$ cat src/rtl/atx_pbs_pkg.sv
// ----------------------------------------------------------------------------
// atx power button sequencer package
// shared types, register indexes and reset defaults
// ----------------------------------------------------------------------------
`timescale 1ns / 1ps

package atx_pbs_pkg;

    localparam int unsigned CFG_IDX_W  = 3;
    localparam int unsigned CFG_DATA_W = 10;

    localparam logic [CFG_IDX_W-1:0] REG_POWER_GOOD_DELAY   = 3'd0;
    localparam logic [CFG_IDX_W-1:0] REG_HOLD_LIMIT         = 3'd1;
    localparam logic [CFG_IDX_W-1:0] REG_BLINK_PERIOD       = 3'd2;
    localparam logic [CFG_IDX_W-1:0] REG_RESET_BLINK_PERIOD = 3'd3;
    localparam logic [CFG_IDX_W-1:0] REG_RESET_BLINK_TICKS  = 3'd4;
    localparam logic [CFG_IDX_W-1:0] REG_RESET_PULSE_TICKS  = 3'd5;

    localparam logic [7:0] RST_POWER_GOOD_DELAY   = 8'd36;
    localparam logic [9:0] RST_HOLD_LIMIT         = 10'd108;
    localparam logic [7:0] RST_BLINK_PERIOD       = 8'd4;
    localparam logic [7:0] RST_RESET_BLINK_PERIOD = 8'd2;
    localparam logic [7:0] RST_RESET_BLINK_TICKS  = 8'd20;
    localparam logic [7:0] RST_RESET_PULSE_TICKS  = 8'd4;

    localparam logic [9:0] HELD_MAX = 10'd1023;

    typedef enum logic [1:0] {
        MODE_OFF   = 2'd0,
        MODE_ON    = 2'd1,
        MODE_FLASH = 2'd2
    } t_mode;

    typedef struct packed {
        logic [7:0] power_good_delay;
        logic [9:0] hold_limit;
        logic [7:0] blink_period;
        logic [7:0] reset_blink_period;
        logic [7:0] reset_blink_ticks;
        logic [7:0] reset_pulse_ticks;
    } t_cfg;

    typedef struct packed {
        logic  supply_enable;
        logic  reset_active;
        logic  led_lit;
        t_mode status_mode;
    } t_result;

endpackage

$ cat src/rtl/atx_pbs_cfg.sv
// ----------------------------------------------------------------------------
// atx pbs configuration registers
// holds the six timing registers, written through the config channel
// ----------------------------------------------------------------------------
`timescale 1ns / 1ps

module atx_pbs_cfg (
    input  logic                                i_clk,
    input  logic                                i_rst_n,
    input  logic                                i_cfg_valid,
    output logic                                o_cfg_ready,
    input  logic [atx_pbs_pkg::CFG_IDX_W-1:0]   i_cfg_index,
    input  logic [atx_pbs_pkg::CFG_DATA_W-1:0]  i_cfg_data,
    output atx_pbs_pkg::t_cfg                   o_cfg
);
    import atx_pbs_pkg::*;

    t_cfg r_cfg;

    assign o_cfg_ready = 1'b1;
    assign o_cfg       = r_cfg;

    always_ff @(posedge i_clk) begin
        if (!i_rst_n) begin
            r_cfg.power_good_delay   <= RST_POWER_GOOD_DELAY;
            r_cfg.hold_limit         <= RST_HOLD_LIMIT;
            r_cfg.blink_period       <= RST_BLINK_PERIOD;
            r_cfg.reset_blink_period <= RST_RESET_BLINK_PERIOD;
            r_cfg.reset_blink_ticks  <= RST_RESET_BLINK_TICKS;
            r_cfg.reset_pulse_ticks  <= RST_RESET_PULSE_TICKS;
        end else if (i_cfg_valid) begin
            case (i_cfg_index)
                REG_POWER_GOOD_DELAY:   r_cfg.power_good_delay   <= i_cfg_data[7:0];
                REG_HOLD_LIMIT:         r_cfg.hold_limit         <= i_cfg_data[9:0];
                REG_BLINK_PERIOD:       r_cfg.blink_period       <= i_cfg_data[7:0];
                REG_RESET_BLINK_PERIOD: r_cfg.reset_blink_period <= i_cfg_data[7:0];
                REG_RESET_BLINK_TICKS:  r_cfg.reset_blink_ticks  <= i_cfg_data[7:0];
                REG_RESET_PULSE_TICKS:  r_cfg.reset_pulse_ticks  <= i_cfg_data[7:0];
                default: begin
                end
            endcase
        end
    end

endmodule

$ cat src/rtl/atx_pbs_core.sv
// ----------------------------------------------------------------------------
// atx pbs tick core
// sequencer state and the combinational next-state update for one tick
// ----------------------------------------------------------------------------
`timescale 1ns / 1ps

module atx_pbs_core (
    input  logic                    i_clk,
    input  logic                    i_rst_n,
    input  logic                    i_step,
    input  logic                    i_button_down,
    input  logic                    i_power_good,
    input  atx_pbs_pkg::t_cfg       i_cfg,
    output atx_pbs_pkg::t_result    o_res
);
    import atx_pbs_pkg::*;

    logic       r_first,  n_first;
    t_mode      r_mode,   n_mode;
    logic       r_led,    n_led;
    logic       r_enable, n_enable;
    logic       r_rst_line, n_rst_line;
    logic [7:0] r_settle, n_settle;
    logic [9:0] r_held,   n_held;
    logic [7:0] r_blink,  n_blink;
    logic [7:0] r_left,   n_left;
    logic       r_last,   n_last;

    logic [7:0]        thr;
    logic [8:0]        settle_inc;
    logic [8:0]        blink_inc;
    logic signed [9:0] limit;

    always_comb begin
        n_first    = 1'b0;
        n_mode     = r_mode;
        n_led      = r_led;
        n_enable   = r_enable;
        n_rst_line = r_rst_line;
        n_settle   = r_settle;
        n_held     = r_held;
        n_blink    = r_blink;
        n_left     = r_left;
        n_last     = r_last;
        thr        = i_cfg.blink_period;
        settle_inc = '0;
        blink_inc  = '0;
        limit      = $signed({2'b00, i_cfg.reset_blink_ticks})
                   - $signed({2'b00, i_cfg.reset_pulse_ticks});

        // first tick adopts mode from power-good
        if (r_first) begin
            n_settle   = '0;
            n_held     = '0;
            n_blink    = '0;
            n_left     = '0;
            n_last     = 1'b0;
            n_rst_line = 1'b0;
            if (i_power_good) begin
                n_mode   = MODE_ON;
                n_enable = 1'b1;
            end else begin
                n_mode   = MODE_OFF;
                n_enable = 1'b0;
            end
        end

        if (n_mode != MODE_OFF) begin
            settle_inc = {1'b0, n_settle} + 9'd1;
            if (settle_inc > {1'b0, i_cfg.power_good_delay}) begin
                settle_inc = {1'b0, i_cfg.power_good_delay};
            end
            n_settle = settle_inc[7:0];
        end

        if (n_settle >= i_cfg.power_good_delay) begin
            if (!i_power_good) begin
                n_mode   = MODE_OFF;
                n_enable = 1'b0;
            end else begin
                n_mode = MODE_ON;
            end
        end

        // reset blinking phase
        if (n_left != 8'd0 && n_mode != MODE_OFF) begin
            thr    = i_cfg.reset_blink_period;
            n_left = n_left - 8'd1;
            if ($signed({2'b00, n_left}) < limit) begin
                n_rst_line = 1'b0;
            end
            n_mode = (n_left == 8'd0) ? MODE_ON : MODE_FLASH;
        end else begin
            n_left     = '0;
            n_rst_line = 1'b0;
        end

        case (n_mode)
            MODE_OFF: n_led = 1'b0;
            MODE_ON:  n_led = 1'b1;
            MODE_FLASH: begin
                blink_inc = {1'b0, n_blink} + 9'd1;
                if (blink_inc > {1'b0, thr}) begin
                    n_led     = ~n_led;
                    blink_inc = '0;
                end
                n_blink = blink_inc[7:0];
            end
            default: begin
            end
        endcase

        if (i_button_down) begin
            if (n_held != HELD_MAX) begin
                n_held = n_held + 10'd1;
            end
            if (n_held > i_cfg.hold_limit && n_mode != MODE_OFF) begin
                n_mode   = MODE_OFF;
                n_enable = 1'b0;
            end else if (n_mode == MODE_OFF && !n_last) begin
                n_mode   = MODE_FLASH;
                n_enable = 1'b1;
                n_settle = '0;
                n_blink  = '0;
                n_left   = '0;
            end
        end else begin
            n_held = '0;
            if (n_last && n_mode != MODE_OFF) begin
                if (n_settle >= i_cfg.power_good_delay && n_left == 8'd0) begin
                    n_rst_line = 1'b1;
                    n_left     = i_cfg.reset_blink_ticks;
                    n_blink    = '0;
                end
            end
        end
        n_last = i_button_down;
    end

    always_ff @(posedge i_clk) begin
        if (!i_rst_n) begin
            r_first    <= 1'b1;
            r_mode     <= MODE_OFF;
            r_led      <= 1'b0;
            r_enable   <= 1'b0;
            r_rst_line <= 1'b0;
            r_settle   <= '0;
            r_held     <= '0;
            r_blink    <= '0;
            r_left     <= '0;
            r_last     <= 1'b0;
        end else if (i_step) begin
            r_first    <= n_first;
            r_mode     <= n_mode;
            r_led      <= n_led;
            r_enable   <= n_enable;
            r_rst_line <= n_rst_line;
            r_settle   <= n_settle;
            r_held     <= n_held;
            r_blink    <= n_blink;
            r_left     <= n_left;
            r_last     <= n_last;
        end
    end

    assign o_res.supply_enable = n_enable;
    assign o_res.reset_active  = n_rst_line;
    assign o_res.led_lit       = n_led;
    assign o_res.status_mode   = n_mode;

endmodule

$ cat src/rtl/atx_power_button_sequencer.sv
// ----------------------------------------------------------------------------
// atx power button sequencer
// Takes one tick per cycle and returns one result per tick: a tick enters an
// input register, then its state update runs in one pass through the counter
// compares of the tick core into the result register, so throughput is one
// tick per clock while the result side takes transfers. The result register
// lets a new tick enter while the previous result waits. Configuration writes
// are always ready and should be issued only while no tick is in flight.
// ----------------------------------------------------------------------------
`timescale 1ns / 1ps

module atx_power_button_sequencer (
    input  logic                                i_clk,
    input  logic                                i_rst_n,
    input  logic                                i_in_valid,
    output logic                                o_in_stall,
    input  logic                                i_button_down,
    input  logic                                i_power_good,
    output logic                                o_out_valid,
    input  logic                                i_out_stall,
    output logic                                o_supply_enable,
    output logic                                o_reset_active,
    output logic                                o_led_lit,
    output logic [1:0]                          o_status_mode,
    input  logic                                i_cfg_valid,
    output logic                                o_cfg_ready,
    input  logic [atx_pbs_pkg::CFG_IDX_W-1:0]   i_cfg_index,
    input  logic [atx_pbs_pkg::CFG_DATA_W-1:0]  i_cfg_data
);
    import atx_pbs_pkg::*;

    t_cfg    cfg;
    t_result core_res;

    logic    r_in_valid;
    logic    r_in_button;
    logic    r_in_pg;
    logic    r_out_valid;
    t_result r_out;
    logic    advance;

    assign advance    = !r_out_valid || !i_out_stall;
    assign o_in_stall = r_in_valid && !advance;

    atx_pbs_cfg u_cfg (
        .i_clk       (i_clk),
        .i_rst_n     (i_rst_n),
        .i_cfg_valid (i_cfg_valid),
        .o_cfg_ready (o_cfg_ready),
        .i_cfg_index (i_cfg_index),
        .i_cfg_data  (i_cfg_data),
        .o_cfg       (cfg)
    );

    atx_pbs_core u_core (
        .i_clk         (i_clk),
        .i_rst_n       (i_rst_n),
        .i_step        (r_in_valid && advance),
        .i_button_down (r_in_button),
        .i_power_good  (r_in_pg),
        .i_cfg         (cfg),
        .o_res         (core_res)
    );

    // input register
    always_ff @(posedge i_clk) begin
        if (!i_rst_n) begin
            r_in_valid <= 1'b0;
        end else if (!o_in_stall) begin
            r_in_valid <= i_in_valid;
        end
    end

    always_ff @(posedge i_clk) begin
        if (i_in_valid && !o_in_stall) begin
            r_in_button <= i_button_down;
            r_in_pg     <= i_power_good;
        end
    end

    // result register
    always_ff @(posedge i_clk) begin
        if (!i_rst_n) begin
            r_out_valid <= 1'b0;
        end else if (advance) begin
            r_out_valid <= r_in_valid;
        end
    end

    always_ff @(posedge i_clk) begin
        if (r_in_valid && advance) begin
            r_out <= core_res;
        end
    end

    assign o_out_valid     = r_out_valid;
    assign o_supply_enable = r_out.supply_enable;
    assign o_reset_active  = r_out.reset_active;
    assign o_led_lit       = r_out.led_lit;
    assign o_status_mode   = r_out.status_mode;

endmodule

$ cat config.mk
export PLATFORM = sky130hd
export DESIGN_NAME = atx_power_button_sequencer
export DESIGN_NICKNAME = d
export VERILOG_FILES = /design/src/rtl/atx_pbs_pkg.sv /design/src/rtl/atx_pbs_cfg.sv /design/src/rtl/atx_pbs_core.sv /design/src/rtl/atx_power_button_sequencer.sv
export SDC_FILE = /design/constraint.sdc
export NUM_CORES = 1
export LEC_CHECK = 0
export BUFFER_PORTS_ARGS = -buffer_cell sky130_fd_sc_hd__buf_4
export CORE_MARGIN = 3
export CORE_UTILIZATION = 56
export CTS_CLUSTER_DIAMETER = 40
export DETAILED_ROUTE_END_ITERATION = 7
export PLACE_DENSITY = 0.75
export SLEW_MARGIN = 40
export SYNTH_ARGS = -nofsm -noshare
export SYNTH_HDL_FRONTEND = slang
export SYNTH_SLANG_ARGS = --single-unit
export TNS_END_PERCENT = 20
$ cat constraint.sdc
create_clock -name i_clk -period 21 [get_ports i_clk]
set_input_delay 1.05 -clock i_clk [delete_from_list [all_inputs] [get_ports i_clk]]
set_output_delay 1.05 -clock i_clk [all_outputs]
set_load 0.1 [all_outputs]
==> results_dict.tcl <==
set metrics [dict create \
    outcome "finished clean" \
    dieArea_um2 13000 \
    cts.htree.levels 3 \
    start_util_pct 58.8 \
    portBuffers 26 \
    slowest_stage "a2111oi_0" \
    async_flop_share_pct 0 \
    yosysWarnings 0 \
    vias 5797 \
    cpPeakStageDelay_ns 0.63 \
    cts_resized 0 \
    critical_path_arrival_ns 8.29 \
    clkSinkCount 100 \
    die_h_um 114 \
    routed.top_layer "met4" \
    gr-total-overflow 0 \
    hold_viol 0 \
    final.period_utilization_pct 38.1 \
    insertion_delay_ns 0.36 \
    die_w_um 114 \
    synth_seq_area_share_pct 31.8 \
    core_area_um2 11100 \
    area_growth_pct 8.86 \
    nNetsFinal 882 \
    synth_area_um2 6510 \
    required_ns 21.30 \
    cts_tree "yes" \
    cp_max_fo 17 \
    synth.top_cells.by_area "dfxtp_1 (29%), ha_1 (11%), nand2_1 (8.2%)" \
    hpwl_um 12400 \
    grt_use_total_pct 26.6 \
    place_area_um2 6770 \
    drive_gt1_share_pct 9.26 \
    yosysMostFrequentCell "nand2_1" \
    netlist_top_cells_count "nand2_1 (143), dfxtp_1 (93), ha_1 (55)" \
    rsz0062_at_grt "false" \
    setup_ws_ns 13.01 \
    tns_ns 0 \
    grt_pass1_wl_um 27500 \
    crit_path_end_kind "register" \
    post_cts_buffers 0 \
    drt-met1-wl_um 7400 \
    synth-edff-count 7 \
    finalCriticalPeriod_ns 7.99 \
    via_per_inst 6.10 \
    tightest_slew_ns 0.874 \
    r2r-start "u_core.r_first$_SDFFE_PN1P_" \
    yosysUniqueCellTypes 77 \
    synth_area_leader_cell "dfxtp_1" \
    synthCells 792 \
    max_clock_freq_ghz 0.125 \
    path_class "register to register" \
    drt_iter0_drc 497 \
    dr.pass1.iters 5 \
    rows 38 \
    clock_path_buffers 2 \
    grt_max_degree 71 \
    ir_worst_vdd_mv 0.0756 \
    wl_per_cell_um 17.6 \
    cpMostUsedCell "ha_1" \
    met3_length_um 1150 \
    clock-skew-final_ns 0.00726 \
    routed_wl_um 16800 \
    gp_congestion 0.883 \
    setup_viol 0 \
    grt_pass1_vias 5642 \
    diodes 0 \
    syn_nets 868 \
    r2r_cells 33 \
    synth_top_area_share_pct 28.6 \
    met2_length_um 7710 \
    ys_ff_latch 100 \
    p_leak_nw 2.78 \
    avgSynthCellArea_um2 8.22 \
    r2r_end "u_core.r_blink[5]$_SDFFE_PN0P_" \
    ant_nets 0 \
    p_per_area_nw_per_um2 62.6 \
    hold_buffers 0 \
    cts_buffers 9 \
    antenna_found_initial 0 \
    final_area_um2 7090 \
    cp-startpoint "u_core.r_first$_SDFFE_PN1P_" \
    cts_root_buf "clkbuf_16" \
    maxSlewViolCount 0 \
    drc 0 \
    critPathCapture "u_core.r_blink[5]$_SDFFE_PN0P_" \
    max-cap-violations 0 \
    reg2reg_slack_ns 13.01 \
    synth-main-ff-cell "dfxtp_1" \
    path_clk_slew_ns 0.07 \
    maxSlewHeadroom_pct 41.0 \
    io_pins 28 \
    min_path_type "register to register" \
    pre_cts_slack_ns 12.95 \
    cp-start-kind "register" \
]
==> cells by family (layout without fill, tap and decap cells) <==
family	after synthesis	after routing	synth area share, %
adder cells (fa/ha/maj)	56	56	10.9
other	1	1	0.0576
flip-flops	100	100	31.8
multiplexers	20	20	3.15
AND/OR/NAND/NOR	328	328	24.1
buffers and inverters	72	90	4.90
AO/OA/AOI/OAI	190	190	21.7
XOR/XNOR	25	25	3.36
==> state kept, by name (all words and copies together) (netlist names), 2 cells and up <==
signal,count
u_core.r_settle,8
u_core.r_held,10
u_core.r_mode,2
u_core.r_blink,8
u_core.r_left,8
o_status_mode,2
u_cfg.o_cfg,50
==> power breakdown <==
group	switching [W]	leakage, nW	internal [W]
logic	0.0000445	1.81	0.0000259
registers	0.00000497	0.821	0.000198
clock network	0.0000735	0.152	0.0000977
total	0.000123	2.78	0.000321
==> how the worst min path moves through the flow <==
stage          cells past startpoint                          from                            to
3_5_place_dp                       2  u_cfg.o_cfg[41]$_SDFFE_PN0P_  u_cfg.o_cfg[41]$_SDFFE_PN0P_
6_report                           2  u_cfg.o_cfg[41]$_SDFFE_PN0P_  u_cfg.o_cfg[41]$_SDFFE_PN0P_
4_1_cts                            2  u_cfg.o_cfg[41]$_SDFFE_PN0P_  u_cfg.o_cfg[41]$_SDFFE_PN0P_
5_1_grt                            2  u_cfg.o_cfg[22]$_SDFFE_PN0P_  u_cfg.o_cfg[22]$_SDFFE_PN0P_
2_1_floorplan                      2  u_cfg.o_cfg[31]$_SDFFE_PN0P_  u_cfg.o_cfg[31]$_SDFFE_PN0P_
3_3_place_gp                       2  u_core.r_enable$_SDFFE_PN0P_  u_core.r_enable$_SDFFE_PN0P_
==> placed cells by master, fill, tap and decap left out, drive strengths merged, types with 9 or more instances in the layout <==
master / instances
a221oi: 9
buf: 31
ha: 55
nor2b: 29
o21ai: 23
a22o: 10
o211ai: 11
a21boi: 35
xnor2: 16
a22oi: 9
mux2i: 16
o21a: 10
nand3: 25
nor3: 15
a21oi: 27
nand2: 144
dfxtp: 93
nor2: 51
clkbuf: 13
a21o: 16
xor2: 9
inv: 45
==> critical path: cells and delay by family, from the launching register on <==
| kind | cells | cell delay [ns] |
|---|---|---|
| flip-flops | 1 | 0.31 |
| buffers and inverters | 3 | 0.80 |
| AO/OA/AOI/OAI | 10 | 2.56 |
| multiplexers | 2 | 0.41 |
| adder cells (fa/ha/maj) | 4 | 1.00 |
| AND/OR/NAND/NOR | 14 | 2.86 |
==> layer usage <==
metal	GRT usage [%]	vias to the layer above
met5	0	-
met4	10.1	0
met3	5.84	35
met2	42.6	174
met1	35.2	2751
li1	-	2837
==> layout make-up <==
cell class | count | area, um2
multi-input combinational | 620 | 4140
fill | 987 | 3990
sequential | 100 | 2070
clock buffer | 13 | 293
timing repair buffer | 31 | 233
tap | 140 | 175
inverter | 44 | 165
clock inverter | 2 | 13.8
==> metrics by stage <==
step                hold WS (ns)  total power (W)  cells  utilization, %
CTS                        0.458         0.000446    950            63.9
finish                     0.457         0.000444    950            64.0
global route               0.488         0.000462    950            64.0
detailed placement         0.448         0.000276    935            61.1
floorplan                  0.433         0.000257    792               -
global placement           0.449         0.000273    935            61.1
(Power assumes the default switching activity.)
